$ cat config.mk
export PLATFORM = sky130hd
export DESIGN_NAME = baeh_queue
export DESIGN_NICKNAME = d
export VERILOG_FILES = /design/src/baeh_pkg.sv /design/src/baeh_queue.sv
export SDC_FILE = /design/constraint.sdc
export NUM_CORES = 1
export LEC_CHECK = 0
export ABC_CLOCK_PERIOD_IN_PS = 13200
export BUFFER_PORTS_ARGS = -buffer_cell sky130_fd_sc_hd__buf_2
export CAP_MARGIN = 20
export CORE_MARGIN = 2
export CORE_UTILIZATION = 56
export DETAILED_ROUTE_END_ITERATION = 7
export GPL_ROUTABILITY_DRIVEN = 0
export PLACE_DENSITY_LB_ADDON = 0.08
export SLEW_MARGIN = 5
export SYNTH_ARGS = -nofsm -noshare
export SYNTH_HDL_FRONTEND = slang
export SYNTH_SLANG_ARGS = --single-unit
$ cat constraint.sdc
create_clock -name clk -period 13.2 [get_ports clk]
set_clock_uncertainty 0.15 [all_clocks]
set_input_delay 2.64 -clock clk [delete_from_list [all_inputs] [get_ports clk]]
set_output_delay 2.64 -clock clk [all_outputs]
set_load 0.01 [all_outputs]
$ cat src/baeh_pkg.sv
// baeh_pkg: shared types, codes and constant tables of the binned alignment error histogram
// used by the front, queue, back and top level; depends on nothing
`timescale 1ns / 1ps

package baeh_pkg;

	localparam int NUM_BINS_DEF = 1024;
	localparam int VAR_PER_BIN = 48;

	// symbol codes
	localparam logic [2:0] BASE_N = 3'd4;
	localparam logic [2:0] BASE_GAP = 3'd5;
	localparam logic [2:0] BASE_X = 3'd6;
	localparam logic [2:0] BASE_NONE = 3'd7;

	// result classes
	localparam logic [2:0] CLS_MATCH = 3'd0;
	localparam logic [2:0] CLS_SUB = 3'd1;
	localparam logic [2:0] CLS_DEL = 3'd2;
	localparam logic [2:0] CLS_INS = 3'd3;
	localparam logic [2:0] CLS_SKIP = 3'd4;
	localparam logic [2:0] CLS_RANGE = 3'd5;

	// job kinds in the queue
	localparam logic [1:0] JOB_READ = 2'd0;
	localparam logic [1:0] JOB_ACC = 2'd1;
	localparam logic [1:0] JOB_SKIP = 2'd2;
	localparam logic [1:0] JOB_NONE = 2'd3;

	// operations
	localparam logic OP_ACC = 1'b0;
	localparam logic OP_READ = 1'b1;

	// counter selects
	localparam logic [5:0] SEL_TOTAL = 6'd0;
	localparam logic [5:0] SEL_WRONG = 6'd1;
	localparam logic [5:0] SEL_DEL = 6'd2;
	localparam logic [5:0] SEL_INS = 6'd3;
	localparam logic [5:0] SEL_SUB = 6'd4;
	localparam logic [5:0] SEL_PSUM = 6'd5;
	localparam logic [5:0] SEL_QCNT = 6'd6;
	localparam logic [5:0] SEL_VAR_FIRST = 6'd7;
	localparam logic [5:0] SEL_VAR_LAST = 6'd54;
	localparam logic [5:0] SEL_GLB_FIRST = 6'd55;
	localparam logic [5:0] SEL_GLB_LAST = 6'd60;

	// variant table offsets inside one bin row
	localparam logic [5:0] VAR_INS_BASE = 6'd36;
	localparam logic [5:0] VAR_DEL_BASE = 6'd42;

	// register indexes
	localparam logic [2:0] REG_BIN_SIZE = 3'd0;
	localparam logic [2:0] REG_POS_CONS = 3'd1;
	localparam logic [2:0] REG_WEIGHT_Q = 3'd2;
	localparam logic [2:0] REG_VAR_EN = 3'd3;
	localparam logic [2:0] REG_PYRO = 3'd4;

	typedef struct packed {
		logic [15:0] bin_size;
		logic        pos_cons;
		logic        weight_q;
		logic        var_en;
		logic        pyro;
	} cfg_t;

	typedef struct packed {
		logic [1:0]  kind;
		logic [15:0] bin;
		logic [15:0] pbin;
		logic        pvalid;
		logic        rd_zero;
		logic [5:0]  sel;
		logic [21:0] vaddr;
		logic        ven;
		logic [2:0]  cls;
		logic        adj;
		logic        wrong;
		logic [6:0]  weight;
		logic [24:0] p_own;
		logic [24:0] p_prior;
	} job_t;

	localparam longint unsigned F0 = 16777216;
	localparam longint unsigned F1 = 13326616;
	localparam longint unsigned F2 = 10585708;
	localparam longint unsigned F3 = 8408526;
	localparam longint unsigned F4 = 6679130;
	localparam longint unsigned F5 = 5305422;
	localparam longint unsigned F6 = 4214246;
	localparam longint unsigned F7 = 3347495;
	localparam longint unsigned F8 = 2659010;
	localparam longint unsigned F9 = 2112126;
	localparam longint unsigned D0 = 1;
	localparam longint unsigned D1 = 10;
	localparam longint unsigned D2 = 100;
	localparam longint unsigned D3 = 1000;
	localparam longint unsigned D4 = 10000;
	localparam longint unsigned D5 = 100000;
	localparam longint unsigned D6 = 1000000;
	localparam longint unsigned D7 = 10000000;

	// q1.24 error probability, zero from q of 80 up
	localparam logic [24:0] PROB_TAB [0:79] = '{
		25'((F0+D0/2)/D0), 25'((F1+D0/2)/D0), 25'((F2+D0/2)/D0), 25'((F3+D0/2)/D0),
		25'((F4+D0/2)/D0), 25'((F5+D0/2)/D0), 25'((F6+D0/2)/D0), 25'((F7+D0/2)/D0),
		25'((F8+D0/2)/D0), 25'((F9+D0/2)/D0),
		25'((F0+D1/2)/D1), 25'((F1+D1/2)/D1), 25'((F2+D1/2)/D1), 25'((F3+D1/2)/D1),
		25'((F4+D1/2)/D1), 25'((F5+D1/2)/D1), 25'((F6+D1/2)/D1), 25'((F7+D1/2)/D1),
		25'((F8+D1/2)/D1), 25'((F9+D1/2)/D1),
		25'((F0+D2/2)/D2), 25'((F1+D2/2)/D2), 25'((F2+D2/2)/D2), 25'((F3+D2/2)/D2),
		25'((F4+D2/2)/D2), 25'((F5+D2/2)/D2), 25'((F6+D2/2)/D2), 25'((F7+D2/2)/D2),
		25'((F8+D2/2)/D2), 25'((F9+D2/2)/D2),
		25'((F0+D3/2)/D3), 25'((F1+D3/2)/D3), 25'((F2+D3/2)/D3), 25'((F3+D3/2)/D3),
		25'((F4+D3/2)/D3), 25'((F5+D3/2)/D3), 25'((F6+D3/2)/D3), 25'((F7+D3/2)/D3),
		25'((F8+D3/2)/D3), 25'((F9+D3/2)/D3),
		25'((F0+D4/2)/D4), 25'((F1+D4/2)/D4), 25'((F2+D4/2)/D4), 25'((F3+D4/2)/D4),
		25'((F4+D4/2)/D4), 25'((F5+D4/2)/D4), 25'((F6+D4/2)/D4), 25'((F7+D4/2)/D4),
		25'((F8+D4/2)/D4), 25'((F9+D4/2)/D4),
		25'((F0+D5/2)/D5), 25'((F1+D5/2)/D5), 25'((F2+D5/2)/D5), 25'((F3+D5/2)/D5),
		25'((F4+D5/2)/D5), 25'((F5+D5/2)/D5), 25'((F6+D5/2)/D5), 25'((F7+D5/2)/D5),
		25'((F8+D5/2)/D5), 25'((F9+D5/2)/D5),
		25'((F0+D6/2)/D6), 25'((F1+D6/2)/D6), 25'((F2+D6/2)/D6), 25'((F3+D6/2)/D6),
		25'((F4+D6/2)/D6), 25'((F5+D6/2)/D6), 25'((F6+D6/2)/D6), 25'((F7+D6/2)/D6),
		25'((F8+D6/2)/D6), 25'((F9+D6/2)/D6),
		25'((F0+D7/2)/D7), 25'((F1+D7/2)/D7), 25'((F2+D7/2)/D7), 25'((F3+D7/2)/D7),
		25'((F4+D7/2)/D7), 25'((F5+D7/2)/D7), 25'((F6+D7/2)/D7), 25'((F7+D7/2)/D7),
		25'((F8+D7/2)/D7), 25'((F9+D7/2)/D7)
	};

	function automatic logic [24:0] err_prob(input logic [6:0] q);
		err_prob = (q < 7'd80) ? PROB_TAB[q] : 25'd0;
	endfunction

	// bin * 48 + k
	function automatic logic [21:0] var_addr(input logic [15:0] bin, input logic [5:0] k);
		var_addr = {1'b0, bin, 5'b0} + {2'b0, bin, 4'b0} + {16'b0, k};
	endfunction

endpackage

$ cat src/baeh_queue.sv
// baeh_queue: two-entry job queue between the front and back parts
// depends on baeh_pkg
`timescale 1ns / 1ps

module baeh_queue (
	input  logic           clk,
	input  logic           arst_n,
	input  logic           push,
	input  baeh_pkg::job_t push_job,
	output logic           full,
	input  logic           pop,
	output baeh_pkg::job_t head,
	output logic           nonempty
);

	baeh_pkg::job_t slot_q [0:1];
	logic       wp_q, rp_q;
	logic [1:0] cnt_q;

	always_ff @(posedge clk or negedge arst_n) begin
		if (!arst_n) begin
			wp_q <= 1'b0;
			rp_q <= 1'b0;
			cnt_q <= '0;
		end else begin
			if (push) begin
				wp_q <= ~wp_q;
			end
			if (pop) begin
				rp_q <= ~rp_q;
			end
			if (push && !pop) begin
				cnt_q <= cnt_q + 2'd1;
			end else if (pop && !push) begin
				cnt_q <= cnt_q - 2'd1;
			end
		end
	end

	always_ff @(posedge clk) begin
		if (push) begin
			slot_q[wp_q] <= push_job;
		end
	end

	assign full = cnt_q == 2'd2;
	assign nonempty = cnt_q != 2'd0;
	assign head = slot_q[rp_q];

endmodule

==> impl_metrics.csv <==
group,metric,value,unit
status,status,"complete, no violations",
worst_setup_path,start_kind,"register",
worst_setup_path,critical-path-top-delay-family,"flip-flops",
drt,viasPerCell,5.080,
global_route,track_usage,0.1869,
drt,drc_errors,0,
placement,dp_hpwl,11.28,mm
drt,num_vias,4714,
worst_setup_path,cp.arrival,2930,ps
sta,period_share,0.4331,
sta,slew_violations,0,
floorplan,rows,47,
floorplan,fp.dieArea,17890,µm²
power,p_switching,0.6824,mW
logic_synthesis,syn_avg_cell_area,22.94,µm²
power,power_frac_seq,0.472,
floorplan,die_w,133.8,µm
clock_tree,post_cts_resize_count,0,
placement,post-place-ws,7964,ps
drt,drt.antenna.violating_nets,0,
sta,period_needed,5717,ps
global_route,grt_remaining_overflow,0,
worst_setup_path,r2r_cells,2,
clock_tree,htreeDepth,1,
clock_tree,hold_buffers,0,
clock_tree,clockBufferDepth,3,
worst_setup_path,r2r_setup_slack,10620,ps
logic_synthesis,synthTopCellsByArea,"edfxtp_1, mux2_2, clkbuf_8, dfrtp_1, buf_6",
worst_setup_path,cp-end-kind,"output pin",
clock_tree,root_buffer,"clkbuf_16",
drt,dr.pass1.iters,4,
sta,finalSetupViolations,0,
final_layout,layout-drive-gt1-share,0.6023,
worst_hold_path,hold_end,"cnt_q[1]$_DFFE_PN0P_",
worst_setup_path,r2r_start,"wp_q$_DFFE_PN0P_",
logic_synthesis,netlist.area_leader.share,0.8089,
clock_tree,cts_tree,"built",
final_layout,seqCellArea,7731,µm²
sta,relSlewSlack,0.3042,
global_route,grt_pass1_vias,4915,
final_layout,multi_input_area,1525,µm²
final_layout,nFillCells,1125,
job,drv_cap,0,
power,power_frac_comb,0.262,
power,ir_drop,135.2,µV
floorplan,core,16520,µm²
worst_setup_path,critPathMaxFanout,67,
power,power.leakage,4.383,nW
power,p_per_area,212.2,nW/µm²
logic_synthesis,syn-cell-area,9429,µm²
power,netSwitchingFraction,0.2765,
drt,drt_wl_total,17.11,mm
final_layout,most-common-layout-cells,"buf_2, edfxtp_1, mux2_2",
drt,wl_per_cell,18.44,µm
worst_setup_path,cp_slowest_cell,"dfrtp_4",
power,clkPwrFrac,0.266,
final_layout,final_common_cell,"buf_2",
placement,place.port_buffers,259,
sta,max_freq,0.1749,GHz
worst_hold_path,hold_class,"register to register",
logic_synthesis,ys_ff_latch,258,
sta,hold_violations,0,
worst_hold_path,hold_depth,1,
clock_tree,clock_sinks,258,
clock_tree,post_cts_buffers,0,
global_route,grt_max_degree,78,
clock_tree,cts_buffers,25,
logic_synthesis,ys_types,13,
final_layout,area_growth,23.36,%
final_layout,fin_nets,819,
global_route,grt_pass1_wl,25.69,mm
global_route,antenna_found_initial,4,
worst_setup_path,crit_chain,"buf_4 > mux2_2 > buf_2",
logic_synthesis,syn_nets,543,
sta,setup_ws,7483,ps
drt,detail_route.iter0.violations,213,
worst_setup_path,critical_path_class,"register to output pin",
logic_synthesis,synth_largest_area_cell,"edfxtp_1",
worst_setup_path,r2r-end,"slot_q[1][37]$_DFFE_PP_",
worst_setup_path,critical_path_required,10410,ps
worst_setup_path,crit_buf_inv,2,
floorplan,die_h,133.8,µm
sta,rsz0062_at_grt,"no",
clock_tree,clk_pin_slew_worst_paths,60,ps
power,totalPowerFinal,2.468,mW
sta,worst_pin_slew,1044,ps
sta,fin_tns_setup,0,ps
logic_synthesis,synth-warning-count,0,
floorplan,initial_core_util,0.5706,
floorplan,io_pins,260,
worst_hold_path,hp-start,"cnt_q[1]$_DFFE_PN0P_",
clock_tree,clock_latency,500,ps
worst_setup_path,slowest_delay,980,ps
logic_synthesis,ys_seq_area_frac,0.8195,
logic_synthesis,synth_cells,411,
power,power.internal,1.785,mW
==> metal layers <==
metal	vias to the layer above	wire length, µm	GRT usage
li1	2200	-	-
met1	2287	6493	0.2298
met2	185	8451	0.3060
met3	40	1555	0.06773
met4	2	594	0.07092
met5	-	13	0
==> stage by stage <==
stage | cells | instance area (µm²) | hold WS [ps] | utilization
floorplan | 411 | 9429 | 297.4 | -
global placement | 880 | 10860 | 311.7 | 0.6573
detailed placement | 880 | 10860 | 335.6 | 0.6573
CTS | 924 | 11620 | 351.7 | 0.7033
global route | 926 | 11630 | 382.9 | 0.7036
finish | 928 | 11630 | 346.4 | 0.7039
==> cell usage after synthesis <==
master	number
xnor2_1	1
clkbuf_8	10
mux2_2	127
nor2b_1	2
or2_2	1
edfxtp_1	254
and2_1	1
nor2_1	1
buf_6	4
xor2_1	4
inv_1	1
dfrtp_1	4
ha_1	1
==> kinds of logic after synthesis <==
| family | synth area share |
|---|---|
| flops | 0.8195 |
| mux | 0.1517 |
| buf+inv | 0.01977 |
| xor+xnor | 0.004644 |
| simple gates | 0.003052 |
| fa+ha+maj | 0.001327 |
==> worst register-to-register path, stage by stage (launching register included) <==
cell and delay [ps]:
dfrtp_1 420, and2_4 630, buf_4 920
==> area by class of cell <==
cell class              count  share of cell area
well taps                 220             0.02367
multi-input cells         138              0.1311
flip-flops and latches    258              0.6647
diodes                      4           0.0008606
clock inverters            13            0.009574
repair buffers            263              0.1140
clock buffers              31             0.05572
inverters                   1           0.0003227
==> how the worst max path moves through the flow <==
stage	from	endpoint	slack, ps	cells after the start
2_1_floorplan	push	slot_q[0][0]$_DFFE_PP_	4270	1
3_3_place_gp	rp_q$_DFFE_PN0P_	head[24]	8000	3
3_5_place_dp	rp_q$_DFFE_PN0P_	head[24]	7960	3
4_1_cts	rp_q$_DFFE_PN0P_	head[24]	7410	3
5_1_grt	rp_q$_DFFE_PN0P_	head[121]	7320	3
6_report	rp_q$_DFFE_PN0P_	head[24]	7480	3
==> state kept, by name, indices dropped and copies added (netlist names) <==
register and flops:
slot_q 254, cnt_q 2, rp_q 1, wp_q 1
==> power groups by stage <==
stage	combinational, mW	sequential (mW)	clock [mW]
final	0.647	1.16	0.656
after global routing	0.698	1.18	0.707
after CTS	0.660	1.17	0.672
after detailed placement	0.657	1.18	0
after global placement	0.652	1.17	0
after floorplan	0.480	1.16	0
Power figures use the tool's default switching activity.
