==> src/baeh_pkg.sv <==
// baeh_pkg: shared types, codes and constant tables of the binned alignment error histogram
// used by the front, queue, back and top level; depends on nothing
`timescale 1ns / 1ps

package baeh_pkg;

	localparam int NUM_BINS_DEF = 1024;
	localparam int VAR_PER_BIN = 48;

	// symbol codes
	localparam logic [2:0] BASE_N = 3'd4;
	localparam logic [2:0] BASE_GAP = 3'd5;
	localparam logic [2:0] BASE_X = 3'd6;
	localparam logic [2:0] BASE_NONE = 3'd7;

	// result classes
	localparam logic [2:0] CLS_MATCH = 3'd0;
	localparam logic [2:0] CLS_SUB = 3'd1;
	localparam logic [2:0] CLS_DEL = 3'd2;
	localparam logic [2:0] CLS_INS = 3'd3;
	localparam logic [2:0] CLS_SKIP = 3'd4;
	localparam logic [2:0] CLS_RANGE = 3'd5;

	// job kinds in the queue
	localparam logic [1:0] JOB_READ = 2'd0;
	localparam logic [1:0] JOB_ACC = 2'd1;
	localparam logic [1:0] JOB_SKIP = 2'd2;
	localparam logic [1:0] JOB_NONE = 2'd3;

	// operations
	localparam logic OP_ACC = 1'b0;
	localparam logic OP_READ = 1'b1;

	// counter selects
	localparam logic [5:0] SEL_TOTAL = 6'd0;
	localparam logic [5:0] SEL_WRONG = 6'd1;
	localparam logic [5:0] SEL_DEL = 6'd2;
	localparam logic [5:0] SEL_INS = 6'd3;
	localparam logic [5:0] SEL_SUB = 6'd4;
	localparam logic [5:0] SEL_PSUM = 6'd5;
	localparam logic [5:0] SEL_QCNT = 6'd6;
	localparam logic [5:0] SEL_VAR_FIRST = 6'd7;
	localparam logic [5:0] SEL_VAR_LAST = 6'd54;
	localparam logic [5:0] SEL_GLB_FIRST = 6'd55;
	localparam logic [5:0] SEL_GLB_LAST = 6'd60;

	// variant table offsets inside one bin row
	localparam logic [5:0] VAR_INS_BASE = 6'd36;
	localparam logic [5:0] VAR_DEL_BASE = 6'd42;

	// register indexes
	localparam logic [2:0] REG_BIN_SIZE = 3'd0;
	localparam logic [2:0] REG_POS_CONS = 3'd1;
	localparam logic [2:0] REG_WEIGHT_Q = 3'd2;
	localparam logic [2:0] REG_VAR_EN = 3'd3;
	localparam logic [2:0] REG_PYRO = 3'd4;

	typedef struct packed {
		logic [15:0] bin_size;
		logic        pos_cons;
		logic        weight_q;
		logic        var_en;
		logic        pyro;
	} cfg_t;

	typedef struct packed {
		logic [1:0]  kind;
		logic [15:0] bin;
		logic [15:0] pbin;
		logic        pvalid;
		logic        rd_zero;
		logic [5:0]  sel;
		logic [21:0] vaddr;
		logic        ven;
		logic [2:0]  cls;
		logic        adj;
		logic        wrong;
		logic [6:0]  weight;
		logic [24:0] p_own;
		logic [24:0] p_prior;
	} job_t;

	localparam longint unsigned F0 = 16777216;
	localparam longint unsigned F1 = 13326616;
	localparam longint unsigned F2 = 10585708;
	localparam longint unsigned F3 = 8408526;
	localparam longint unsigned F4 = 6679130;
	localparam longint unsigned F5 = 5305422;
	localparam longint unsigned F6 = 4214246;
	localparam longint unsigned F7 = 3347495;
	localparam longint unsigned F8 = 2659010;
	localparam longint unsigned F9 = 2112126;
	localparam longint unsigned D0 = 1;
	localparam longint unsigned D1 = 10;
	localparam longint unsigned D2 = 100;
	localparam longint unsigned D3 = 1000;
	localparam longint unsigned D4 = 10000;
	localparam longint unsigned D5 = 100000;
	localparam longint unsigned D6 = 1000000;
	localparam longint unsigned D7 = 10000000;

	// q1.24 error probability, zero from q of 80 up
	localparam logic [24:0] PROB_TAB [0:79] = '{
		25'((F0+D0/2)/D0), 25'((F1+D0/2)/D0), 25'((F2+D0/2)/D0), 25'((F3+D0/2)/D0),
		25'((F4+D0/2)/D0), 25'((F5+D0/2)/D0), 25'((F6+D0/2)/D0), 25'((F7+D0/2)/D0),
		25'((F8+D0/2)/D0), 25'((F9+D0/2)/D0),
		25'((F0+D1/2)/D1), 25'((F1+D1/2)/D1), 25'((F2+D1/2)/D1), 25'((F3+D1/2)/D1),
		25'((F4+D1/2)/D1), 25'((F5+D1/2)/D1), 25'((F6+D1/2)/D1), 25'((F7+D1/2)/D1),
		25'((F8+D1/2)/D1), 25'((F9+D1/2)/D1),
		25'((F0+D2/2)/D2), 25'((F1+D2/2)/D2), 25'((F2+D2/2)/D2), 25'((F3+D2/2)/D2),
		25'((F4+D2/2)/D2), 25'((F5+D2/2)/D2), 25'((F6+D2/2)/D2), 25'((F7+D2/2)/D2),
		25'((F8+D2/2)/D2), 25'((F9+D2/2)/D2),
		25'((F0+D3/2)/D3), 25'((F1+D3/2)/D3), 25'((F2+D3/2)/D3), 25'((F3+D3/2)/D3),
		25'((F4+D3/2)/D3), 25'((F5+D3/2)/D3), 25'((F6+D3/2)/D3), 25'((F7+D3/2)/D3),
		25'((F8+D3/2)/D3), 25'((F9+D3/2)/D3),
		25'((F0+D4/2)/D4), 25'((F1+D4/2)/D4), 25'((F2+D4/2)/D4), 25'((F3+D4/2)/D4),
		25'((F4+D4/2)/D4), 25'((F5+D4/2)/D4), 25'((F6+D4/2)/D4), 25'((F7+D4/2)/D4),
		25'((F8+D4/2)/D4), 25'((F9+D4/2)/D4),
		25'((F0+D5/2)/D5), 25'((F1+D5/2)/D5), 25'((F2+D5/2)/D5), 25'((F3+D5/2)/D5),
		25'((F4+D5/2)/D5), 25'((F5+D5/2)/D5), 25'((F6+D5/2)/D5), 25'((F7+D5/2)/D5),
		25'((F8+D5/2)/D5), 25'((F9+D5/2)/D5),
		25'((F0+D6/2)/D6), 25'((F1+D6/2)/D6), 25'((F2+D6/2)/D6), 25'((F3+D6/2)/D6),
		25'((F4+D6/2)/D6), 25'((F5+D6/2)/D6), 25'((F6+D6/2)/D6), 25'((F7+D6/2)/D6),
		25'((F8+D6/2)/D6), 25'((F9+D6/2)/D6),
		25'((F0+D7/2)/D7), 25'((F1+D7/2)/D7), 25'((F2+D7/2)/D7), 25'((F3+D7/2)/D7),
		25'((F4+D7/2)/D7), 25'((F5+D7/2)/D7), 25'((F6+D7/2)/D7), 25'((F7+D7/2)/D7),
		25'((F8+D7/2)/D7), 25'((F9+D7/2)/D7)
	};

	function automatic logic [24:0] err_prob(input logic [6:0] q);
		err_prob = (q < 7'd80) ? PROB_TAB[q] : 25'd0;
	endfunction

	// bin * 48 + k
	function automatic logic [21:0] var_addr(input logic [15:0] bin, input logic [5:0] k);
		var_addr = {1'b0, bin, 5'b0} + {2'b0, bin, 4'b0} + {16'b0, k};
	endfunction

endpackage

==> src/baeh_front.sv <==
// baeh_front: accepts items, finds the bin with a serial divider, classifies the pair
// and keeps the previous-pair state; depends on baeh_pkg
`timescale 1ns / 1ps

module baeh_front #(
	parameter int NUM_BINS = baeh_pkg::NUM_BINS_DEF
) (
	input  logic                clk,
	input  logic                arst_n,
	input  baeh_pkg::cfg_t      cfg,
	input  logic                en,
	input  logic                s_tvalid,
	output logic                s_tready,
	input  logic [63:0]         s_tdata,
	input  logic [0:0]          s_tuser,
	output logic                push,
	output baeh_pkg::job_t      push_job,
	input  logic                full
);

	localparam logic [1:0] F_IDLE = 2'd0;
	localparam logic [1:0] F_DIV = 2'd1;
	localparam logic [1:0] F_EVAL = 2'd2;
	localparam logic [1:0] F_PUSH = 2'd3;

	logic [1:0]  fstate_q;
	logic [15:0] dvd_q, rem_q, quot_q;
	logic [3:0]  cnt_q;
	logic [2:0]  rb_q, cb_q;
	logic [6:0]  qv_q;
	logic        pos_ge2_q;
	logic [2:0]  prev_rb_q, prev_cb_q;
	logic [6:0]  prev_qv_q;
	logic [1:0]  hp_q;
	baeh_pkg::job_t job_q;

	// input fields
	logic [15:0] in_rp, in_cp, in_pos;
	logic [2:0]  in_rb_raw, in_cb_raw, in_rb, in_cb;
	logic [6:0]  in_qv;
	logic [9:0]  in_bsel;
	logic [5:0]  in_sel;
	logic        in_skip, take;
	baeh_pkg::job_t rd_job, range_job, idle_job;

	assign in_rp = s_tdata[15:0];
	assign in_cp = s_tdata[31:16];
	assign in_rb_raw = s_tdata[34:32];
	assign in_cb_raw = s_tdata[37:35];
	assign in_qv = s_tdata[44:38];
	assign in_bsel = s_tdata[54:45];
	assign in_sel = s_tdata[60:55];
	assign in_rb = (in_rb_raw > baeh_pkg::BASE_GAP) ? baeh_pkg::BASE_GAP : in_rb_raw;
	assign in_cb = (in_cb_raw == baeh_pkg::BASE_NONE) ? baeh_pkg::BASE_GAP : in_cb_raw;
	assign in_pos = cfg.pos_cons ? in_cp : in_rp;
	assign in_skip = (in_cb == baeh_pkg::BASE_X) ||
		(in_cb == baeh_pkg::BASE_N && in_rb != baeh_pkg::BASE_GAP) ||
		(in_rb == baeh_pkg::BASE_N);

	assign s_tready = (fstate_q == F_IDLE) && en;
	assign take = s_tvalid && s_tready;

	always_comb begin
		rd_job = '0;
		rd_job.kind = baeh_pkg::JOB_READ;
		rd_job.bin = {6'b0, in_bsel};
		rd_job.sel = in_sel;
		rd_job.rd_zero = ({7'b0, in_bsel} >= 17'(NUM_BINS)) ||
			(in_sel > baeh_pkg::SEL_GLB_LAST);
		rd_job.vaddr = baeh_pkg::var_addr({6'b0, in_bsel},
			(in_sel >= baeh_pkg::SEL_VAR_FIRST && in_sel <= baeh_pkg::SEL_VAR_LAST) ?
			(in_sel - baeh_pkg::SEL_VAR_FIRST) : 6'd0);
	end

	always_comb begin
		range_job = '0;
		range_job.kind = baeh_pkg::JOB_NONE;
		range_job.cls = baeh_pkg::CLS_RANGE;
	end

	always_comb begin
		idle_job = range_job;
		if (s_tuser[0] == baeh_pkg::OP_READ) begin
			idle_job = rd_job;
		end else if (in_skip) begin
			idle_job = '0;
			idle_job.kind = baeh_pkg::JOB_SKIP;
			idle_job.cls = baeh_pkg::CLS_SKIP;
		end
	end

	// divider step
	logic [16:0] trial;
	logic        fits;
	logic [15:0] bs;
	assign bs = (cfg.bin_size == 16'd0) ? 16'd1 : cfg.bin_size;
	assign trial = {rem_q, dvd_q[15]};
	assign fits = trial >= {1'b0, bs};

	// evaluation of a divided pair
	logic        oor, hp1, adj, wrong, prior;
	logic [2:0]  cls;
	logic [5:0]  vk;
	logic [6:0]  qmin;
	baeh_pkg::job_t acc_job;

	assign oor = {1'b0, quot_q} >= 17'(NUM_BINS);
	assign hp1 = hp_q[0] | (rb_q == prev_rb_q);
	assign wrong = rb_q != cb_q;
	assign adj = cfg.pyro && (hp1 != hp_q[1]) && (prev_rb_q != prev_cb_q) &&
		(prev_rb_q != baeh_pkg::BASE_GAP) && (prev_cb_q != baeh_pkg::BASE_GAP);
	assign qmin = (qv_q < prev_qv_q) ? qv_q : prev_qv_q;

	always_comb begin
		if (rb_q == baeh_pkg::BASE_GAP) begin
			cls = baeh_pkg::CLS_DEL;
			vk = baeh_pkg::VAR_DEL_BASE + {3'b0, cb_q};
		end else if (cb_q == baeh_pkg::BASE_GAP) begin
			cls = baeh_pkg::CLS_INS;
			vk = baeh_pkg::VAR_INS_BASE + {3'b0, rb_q};
		end else begin
			cls = wrong ? baeh_pkg::CLS_SUB : baeh_pkg::CLS_MATCH;
			vk = {cb_q, 2'b0} + {1'b0, cb_q, 1'b0} + {3'b0, rb_q};
		end
	end

	assign prior = (cls == baeh_pkg::CLS_MATCH || cls == baeh_pkg::CLS_SUB) &&
		(prev_rb_q == baeh_pkg::BASE_GAP) && pos_ge2_q;

	always_comb begin
		acc_job = '0;
		acc_job.kind = baeh_pkg::JOB_ACC;
		acc_job.bin = quot_q;
		acc_job.pbin = (rem_q == 16'd0) ? (quot_q - 16'd1) : quot_q;
		acc_job.pvalid = prior;
		acc_job.vaddr = baeh_pkg::var_addr(quot_q, vk);
		acc_job.ven = cfg.var_en && (cls != baeh_pkg::CLS_MATCH);
		acc_job.cls = cls;
		acc_job.adj = adj;
		acc_job.wrong = wrong;
		acc_job.weight = cfg.weight_q ? qv_q : 7'd1;
		acc_job.p_own = baeh_pkg::err_prob(qv_q);
		acc_job.p_prior = baeh_pkg::err_prob(qmin);
	end

	always_ff @(posedge clk or negedge arst_n) begin
		if (!arst_n) begin
			fstate_q <= F_IDLE;
			cnt_q <= '0;
			prev_rb_q <= baeh_pkg::BASE_GAP;
			prev_cb_q <= baeh_pkg::BASE_NONE;
			prev_qv_q <= '0;
			hp_q <= '0;
		end else begin
			case (fstate_q)
				F_IDLE: begin
					if (take) begin
						rb_q <= in_rb;
						cb_q <= in_cb;
						qv_q <= in_qv;
						pos_ge2_q <= in_pos >= 16'd2;
						job_q <= idle_job;
						if (s_tuser[0] == baeh_pkg::OP_READ) begin
							fstate_q <= F_PUSH;
						end else if (in_skip) begin
							if (in_rb == prev_rb_q) begin
								hp_q[0] <= 1'b1;
							end
							fstate_q <= F_PUSH;
						end else if (in_pos == 16'd0) begin
							fstate_q <= F_PUSH;
						end else begin
							dvd_q <= in_pos - 16'd1;
							rem_q <= '0;
							cnt_q <= '0;
							fstate_q <= F_DIV;
						end
					end
				end
				F_DIV: begin
					rem_q <= fits ? 16'(trial - {1'b0, bs}) : trial[15:0];
					quot_q <= {quot_q[14:0], fits};
					dvd_q <= {dvd_q[14:0], 1'b0};
					cnt_q <= cnt_q + 4'd1;
					if (cnt_q == 4'd15) begin
						fstate_q <= F_EVAL;
					end
				end
				F_EVAL: begin
					job_q <= oor ? range_job : acc_job;
					if (!oor) begin
						prev_qv_q <= qv_q;
						prev_rb_q <= rb_q;
						prev_cb_q <= cb_q;
						hp_q <= {hp1, 1'b0};
					end
					fstate_q <= F_PUSH;
				end
				F_PUSH: begin
					if (!full) begin
						fstate_q <= F_IDLE;
					end
				end
				default: fstate_q <= F_IDLE;
			endcase
		end
	end

	assign push = (fstate_q == F_PUSH) && !full;
	assign push_job = job_q;

endmodule

==> config.mk <==
export PLATFORM = sky130hd
export DESIGN_NAME = baeh_front
export DESIGN_NICKNAME = d
export VERILOG_FILES = /design/src/baeh_pkg.sv /design/src/baeh_front.sv
export SDC_FILE = /design/constraint.sdc
export NUM_CORES = 1
export LEC_CHECK = 0
export ABC_AREA = 1
export BUFFER_PORTS_ARGS = -buffer_cell sky130_fd_sc_hd__buf_2
export CAP_MARGIN = 10
export CORE_MARGIN = 2
export CORE_UTILIZATION = 53
export DETAILED_ROUTE_END_ITERATION = 7
export PLACE_DENSITY = 0.78
export SLEW_MARGIN = 30
export SYNTH_ARGS = -nofsm -noshare
export SYNTH_HDL_FRONTEND = slang
export SYNTH_SLANG_ARGS = --single-unit
==> constraint.sdc <==
create_clock -name clk -period 7.8 [get_ports clk]
set_input_delay 0.78 -clock clk [delete_from_list [all_inputs] [get_ports clk]]
set_output_delay 0.78 -clock clk [all_outputs]
set_load 0.02 [all_outputs]
==> results of run 1 <==
-- Yosys cell counts, drive strengths merged (3+ instances only) --
library cell	instances
nor3	21
inv	211
xnor2	9
a21oi	106
ha	129
o311ai	3
nand4	15
nor3b	5
o22ai	19
o221ai	6
nor2	196
o21bai	4
dfstp	5
a31oi	12
mux2i	6
nor4	5
edfxtp	188
xor2	23
o31ai	5
o211ai	17
clkbuf	37
a21boi	3
or2	6
fa	7
a21o	7
and3	3
o21ai	165
nand2	468
nand3	144
buf	24
dfrtp	16
-- sequential cells by signal, indices dropped and copies added, names as in the netlist --
signal / count
prev_rb_q: 3
rb_q: 3
quot_q: 16
push_job: 126
cb_q: 3
pos_ge2_q: 1
qv_q: 7
dvd_q: 16
hp_q: 2
rem_q: 16
prev_qv_q: 7
fstate_q: 2
cnt_q: 4
prev_cb_q: 3
-- routing by layer --
| layer | GRT usage | wire length [um] | vias to the layer above |
|---|---|---|---|
| met5 | 0 | 0 | - |
| met4 | 0.102 | 1450 | 0 |
| met3 | 0.0411 | 3550 | 97 |
| met2 | 0.475 | 20400 | 679 |
| met1 | 0.383 | 18000 | 6377 |
| li1 | - | - | 6814 |
-- report_power, final --
| group | leakage (nW) | internal (mW) | switching [mW] |
|---|---|---|---|
| Sequential | 2.02 | 1.57 | 0.119 |
| Combinational | 5.60 | 0.858 | 2.05 |
| Clock | 0.412 | 0.728 | 0.452 |
| Total | 8.03 | 3.16 | 2.62 |
-- layout make-up --
class	instances	area (um^2)	area share
Clock inverter	10	121	0.00699
Inverter	213	805	0.0463
Clock buffer	34	709	0.0408
Multi-Input combinational cell	1404	7870	0.453
Sequential cell	209	6180	0.356
Tap cell	378	473	0.0272
Timing Repair Buffer	231	1200	0.0691
Antenna cell	4	10.0	0.000576
-- critical path, delay by kind of cell, from the launching register on --
kind            cells  cell delay, ps
fa+ha+maj           5            1460
flops               1             500
buf+inv             1              60
xor+xnor            1             150
simple gates        8             760
compound gates      3             770
-- worst min path at each step --
stage / startpoint / to / slack, ps / cells past startpoint
CTS: arst_n / fstate_q[0]$_DFFE_PN0P_ / 240 / 1
finish: arst_n / fstate_q[0]$_DFFE_PN0P_ / 240 / 1
global route: arst_n / fstate_q[1]$_DFFE_PN0P_ / 270 / 1
detailed placement: hp_q[1]$_DFFE_PN0P_ / hp_q[1]$_DFFE_PN0P_ / 500 / 2
floorplan: hp_q[1]$_DFFE_PN0P_ / hp_q[1]$_DFFE_PN0P_ / 470 / 2
global placement: hp_q[1]$_DFFE_PN0P_ / hp_q[1]$_DFFE_PN0P_ / 490 / 2
-- cells in the final DEF, fill, tap and decap left out, drive strengths merged, types with 12 or more instances in the layout --
cell type / Yosys / layout
nand2: 468 / 468
buf: 24 / 231
inv: 211 / 211
nor2: 196 / 196
edfxtp: 188 / 188
o21ai: 165 / 165
nand3: 144 / 144
ha: 129 / 129
a21oi: 106 / 106
clkbuf: 37 / 34
xor2: 23 / 23
nor3: 21 / 21
o22ai: 19 / 19
o211ai: 17 / 17
dfrtp: 16 / 16
nand4: 15 / 15
a31oi: 12 / 12
-- stage by stage --
step | utilization | total power, mW | instance area [um^2] | cells | setup WS (ps)
3_5_place_dp | 0.592 | 4.55 | 16500 | 2435 | 3840
3_3_place_gp | 0.592 | 4.52 | 16500 | 2435 | 3870
5_1_grt | 0.622 | 6.17 | 17400 | 2481 | 3510
6_report | 0.622 | 5.78 | 17400 | 2483 | 3850
2_1_floorplan | - | 3.81 | 15100 | 1887 | 2550
4_1_cts | 0.621 | 5.74 | 17400 | 2479 | 3900
-- cells by family after synthesis --
group,share of synthesized area
multiplexers,0.00397
adder cells (fa/ha/maj),0.116
XOR/XNOR,0.0185
flip-flops,0.408
buffers and inverters,0.0731
AO/OA/AOI/OAI,0.139
AND/OR/NAND/NOR,0.242
==> impl_metrics.toml, run 1 <==
[outcome]
status = "finished clean"

[cts]
clk_pin_slew_ps = 60
clk_latency_ps = 520
cts_sinks = 209
cts_resized = 0
post_cts_buffers = 0
clock_tree.root_cell = "clkbuf_16"
cts_tree = "yes"
cts_max_level = 1
cts_buffers = 24
clockBufferDepth = 3
holdBufCountCts = 0

[logic_synthesis]
syn_area_per_cell_um2 = 8.02
synth_edf_count = 188
synth_flop_cell = "edfxtp_1"
synth_area_um2 = 15100
async_reset_ff_frac = 0.100
synth_area_leaders = "edfxtp_1 (37%), nand2_1 (11%), ha_1 (11%)"
synth_seq_cells = 209
ys_seq_area_frac = 0.408
yosys.area.top_type = "edfxtp_1"
synth_top_area_frac = 0.373
yosys_warnings = 0
synth_nets = 2113
yosysUniqueCellTypes = 66
synthCells = 1887

[placement]
portBuffers = 215
dpl.hpwl_mm = 31.5
place.gp.congestion = 0.941

[setup_path]
crit_path_start_kind = "flop"
critical_path.max_fanout = 6
crit_start = "rb_q[2]$_DFFE_PP_"
cp_data_required_time_ps = 8060
r2r-end = "push_job[83]$_SDFFCE_PP0P_"
path_class = "flop to flop"
rr_worst_depth = 18
setup.worst_path.end_class = "flop"
r2r-start = "rb_q[2]$_DFFE_PP_"
ff2ff_setup_slack_ps = 3850
crit_end = "push_job[83]$_SDFFCE_PP0P_"
arrival_ps = 4210
path_cells = "fa_1 -> ha_1 -> inv_1 -> fa_1 -> xor2_1 -> o22ai_1 -> ha_1 -> ha_1 -> nand3_1 -> nand2_1 -> nand2_1 -> nand2_1 -> o21ai_0 -> o21ai_0 -> nand3_1 -> nand2_1 -> nand2_1 -> nor3b_1"
path_common_cell = "nand2_1"
cpPeakStageDelay_ps = 590
crit_slowest_cell = "fa_1"

[pwr]
power.density_nw_per_um2 = 333
irDropWorstVdd_mv = 0.204
power.leakage_nw = 8.03

[drt]
wl_per_cell_um = 17.5
ant_nets = 0
drc = 0
drtIter0Drc = 1401
first_pass_iters = 6
wirelength_mm = 43.4
vias_per_cell = 5.63
num_vias = 14000

[floorplan]
core_um2 = 27900
die-area_um2 = 29900
num_io_pins = 219
row_count = 61
initial_core_util = 0.542
fp.dieW_um = 173
die-height_um = 173

[timing]
max_freq_mhz = 253
finalMaxSlewViolations = 0
final-hold-violation-count = 0
finalSetupTns_ps = 0
holdWs_ps = 237
worstMarginPinSlew_ps = 838
finalSetupViolCount = 0
finClkSkew_ps = 11.2
finalCritPeriodShare = 0.507
relSlewSlack = 0.441
finalCriticalPeriod_ps = 3950
grt_setup_unrepaired = "no"

[global_routing]
gr-total-overflow = 0
grt_pass1_wl_mm = 70.1
gr-usage-all-layers = 0.286
grt_antenna_before_repair = 3
grt_max_degree = 91
grt_pass1_vias = 13500

[min_path]
min_path_type = "input pin to asynchronous set/reset pin"

[run]
drv_cap = 0

[layout]
drive_gt1_frac = 0.151
nNetsFinal = 2309
fillers = 2514
area_growth_pct = 14.7
(Power assumes the default switching activity.)
==> inputs of run 2 (changes only) <==
--- a/config.mk
+++ b/config.mk
@@ -5,13 +5,13 @@
 export SDC_FILE = /design/constraint.sdc
 export NUM_CORES = 1
 export LEC_CHECK = 0
-export ABC_AREA = 1
+export ABC_AREA = 0
 export BUFFER_PORTS_ARGS = -buffer_cell sky130_fd_sc_hd__buf_2
 export CAP_MARGIN = 10
 export CORE_MARGIN = 2
-export CORE_UTILIZATION = 53
+export CORE_UTILIZATION = 55
 export DETAILED_ROUTE_END_ITERATION = 7
-export PLACE_DENSITY = 0.78
+export PLACE_DENSITY = 0.77
 export SLEW_MARGIN = 30
 export SYNTH_ARGS = -nofsm -noshare
 export SYNTH_HDL_FRONTEND = slang
==> constraint.sdc (replaced) <==
create_clock -name clk -period 4.1 [get_ports clk]
set_input_delay 0.41 -clock clk [delete_from_list [all_inputs] [get_ports clk]]
set_output_delay 0.41 -clock clk [all_outputs]
set_load 0.02 [all_outputs]
==> run 2 against run 1 <==
  * Cell count decreased by 8.5%
  * Clock skew increased by 4.6 ps
  * Utilization increased by 2.9 points
  * Largest cell class unchanged
  * Clock power increased by 89%
  * Combinational power increased by 85%
  * Design area increased by 3.8%
  * Sequential power increased by 92%
  * Total power increased by 88%
==> impl_metrics.toml, run 2 <==
[outcome]
status = "finished clean"

[logic_synthesis]
synth_seq_cells = 209
yosys.cell_count.top_type = "edfxtp_1"
synth_top_area_frac = 0.367
yosys.area.top_type = "edfxtp_1"
synthTopCellsByCount = "edfxtp_1 (188), nand2_1 (169), nor2_1 (157)"
synthCells = 1658
ys_seq_area_frac = 0.401
synth_area_um2 = 15400
synth_flop_cell = "edfxtp_1"
synth_area_leaders = "edfxtp_1 (37%), ha_1 (10%), nand2_1 (4.1%)"
yosys_warnings = 0
async_reset_ff_frac = 0.100
yosysUniqueCellTypes = 84
syn_area_per_cell_um2 = 9.29
synth_edf_count = 188
synth_nets = 1884

[timing]
relSlewSlack = 0.363
finalCritPeriodShare = 0.984
finalSetupViolCount = 0
finClkSkew_ps = 15.8
max_freq_mhz = 248
grt_setup_unrepaired = "yes"
holdWs_ps = 31.7
finalCriticalPeriod_ps = 4030
finalSetupTns_ps = 0
finalMaxSlewViolations = 0
worstMarginPinSlew_ps = 948
final-hold-violation-count = 0

[floorplan]
die-area_um2 = 29400
fp.dieW_um = 171
initial_core_util = 0.556
row_count = 61
num_io_pins = 219
die-height_um = 171
core_um2 = 27700

[cts]
clk_latency_ps = 550
cts_tree = "yes"
clockBufferDepth = 3
clock_tree.root_cell = "clkbuf_16"
cts_buffers = 24
cts_sinks = 209
cts_max_level = 1
clk_pin_slew_ps = 60

[drt]
first_pass_iters = 6
wl_per_cell_um = 19.1
drc = 0
ant_nets = 0
num_vias = 13800
vias_per_cell = 6.07
wirelength_mm = 43.4
drtIter0Drc = 1380

[layout]
area_growth_pct = 17.1
nNetsFinal = 2094
largest_register_ffs = 126
layout_common_cells = "buf_2 (215), edfxtp_1 (188), nand2_1 (168)"
fillers = 2264
layout_commonest_cell = "buf_2"
final_area_um2 = 18000
fin_util = 0.651
drive_gt1_frac = 0.203

[setup_path]
setup.worst_path.end_class = "flop"
crit_family = "adder cells"
cp.depth = 16
rr_worst_depth = 16
crit_path_start_kind = "flop"
r2r-start = "cb_q[1]$_DFFE_PP_"
crit_start = "cb_q[1]$_DFFE_PP_"
path_class = "flop to flop"
ff2ff_setup_slack_ps = 70
crit_slowest_cell = "fa_1"
r2r-end = "push_job[82]$_SDFFCE_PP0P_"
crit_buf_inv = 1
cp_data_required_time_ps = 4390
critical_path.max_fanout = 4
path_cells = "fa_2 -> ha_2 -> a21o_1 -> a211o_1 -> fa_1 -> ha_2 -> inv_2 -> fa_2 -> nor2b_1 -> o21a_1 -> o21ai_2 -> a21oi_2 -> a41o_1 -> o41a_1 -> xnor2_1 -> nor2_1"
arrival_ps = 4320
cpPeakStageDelay_ps = 500

[run]
drv_cap = 0

[pwr]
irDropWorstVdd_mv = 0.391
p_comb_frac = 0.496
internal_power_mw = 6.23
clockPowerShare = 0.206
switching_share = 0.426
p_seq_frac = 0.298
power_mw = 10.9
power.density_nw_per_um2 = 603
p_sw_mw = 4.63
power.leakage_nw = 7.46

[min_path]
min_path_cells = 1
hold_path_startpoint = "s_tdata[41]"
min_to = "qv_q[3]$_DFFE_PP_"
min_path_type = "input pin to flop"

[placement]
portBuffers = 215
dpl.hpwl_mm = 31.4
place.gp.congestion = 0.959
place_area_um2 = 17100

[global_routing]
grt_pass1_wl_mm = 68.1
grt_max_degree = 79
grt_antenna_before_repair = 8
gr-total-overflow = 0
grt_pass1_vias = 13100
gr-usage-all-layers = 0.292
run 2: cell count changes in the layout (fill, tap and decap cells not counted), moves of 22 or more:
cell and change:
a211oi_1 +22, buf_4 +52, inv_1 -128, mux2i_1 +43, nand2_1 -283, nand3_1 -121, nor2_1 -31, nor2b_1 +25
nor3_1 +24, o21ai_0 -31, xnor2_1 +36
run 2: per-layer routing:
metal / GRT usage / wire length (um) / vias up
met5: 0 / 27 / -
met4: 0.0954 / 1230 / 4
met3: 0.0561 / 4020 / 106
met2: 0.469 / 19700 / 692
met1: 0.398 / 18400 / 6485
li1: - / - / 6493
run 2: repair_timing:
action / in CTS / in global routing
endpoints found under the setup margin: 6 / 9
pin swaps: 1 / 6
gates cloned: 0 / 0
setup buffers: 0 / 2
hold buffers: 1 / 0
resized for setup: 4 / 17
hold endpoints to repair: 16 / 0
run 2: cell families (layout without fill, tap and decap cells):
group                      after synthesis  in the layout  share of synthesized area
DFF                                    209            209                      0.401
adders and majority gates              136            136                      0.114
and+or+nand+nor                        524            524                      0.156
xor gates and xnor gates                80             80                     0.0455
muxes                                   61             61                     0.0422
buffers and inverters                  191            418                     0.0500
AOI/OAI and AO/OA                      457            457                      0.191
other                                    0              8                          0
run 2: layout make-up:
type,count,area (um^2),share of cell area
Sequential cell,209,6180,0.343
Tap cell,378,473,0.0262
Clock buffer,25,604,0.0335
Timing Repair Buffer,286,1650,0.0915
Antenna cell,8,20.0,0.00111
Inverter,89,334,0.0185
Clock inverter,18,215,0.0119
Multi-Input combinational cell,1258,8560,0.475
run 2: power by group through the flow:
stage	Sequential [mW]	Clock [mW]	Combinational (mW)
after global routing	3.29	2.33	5.87
after detailed placement	3.28	0	5.23
after global placement	3.26	0	5.14
final	3.24	2.23	5.39
after floorplan	3.56	0	3.32
after CTS	3.24	2.27	5.26
run 2: stage by stage:
step | setup WS [ps] | std cells
3_5_place_dp | -219 | 2217
2_1_floorplan | 0.794 | 1658
4_1_cts | 13.4 | 2261
3_3_place_gp | -76.2 | 2217
5_1_grt | -130 | 2265
6_report | 65.6 | 2271
run 2: how the worst max path moves through the flow:
stage,end,slack (ps)
after floorplan,push_job[84]$_SDFFCE_PP0P_,0.8
after global placement,push_job[84]$_SDFFCE_PP0P_,-80
after detailed placement,push_job[84]$_SDFFCE_PP0P_,-220
after CTS,push_job[83]$_SDFFCE_PP0P_,10
after global routing,push_job[82]$_SDFFCE_PP0P_,-130
final,push_job[82]$_SDFFCE_PP0P_,70
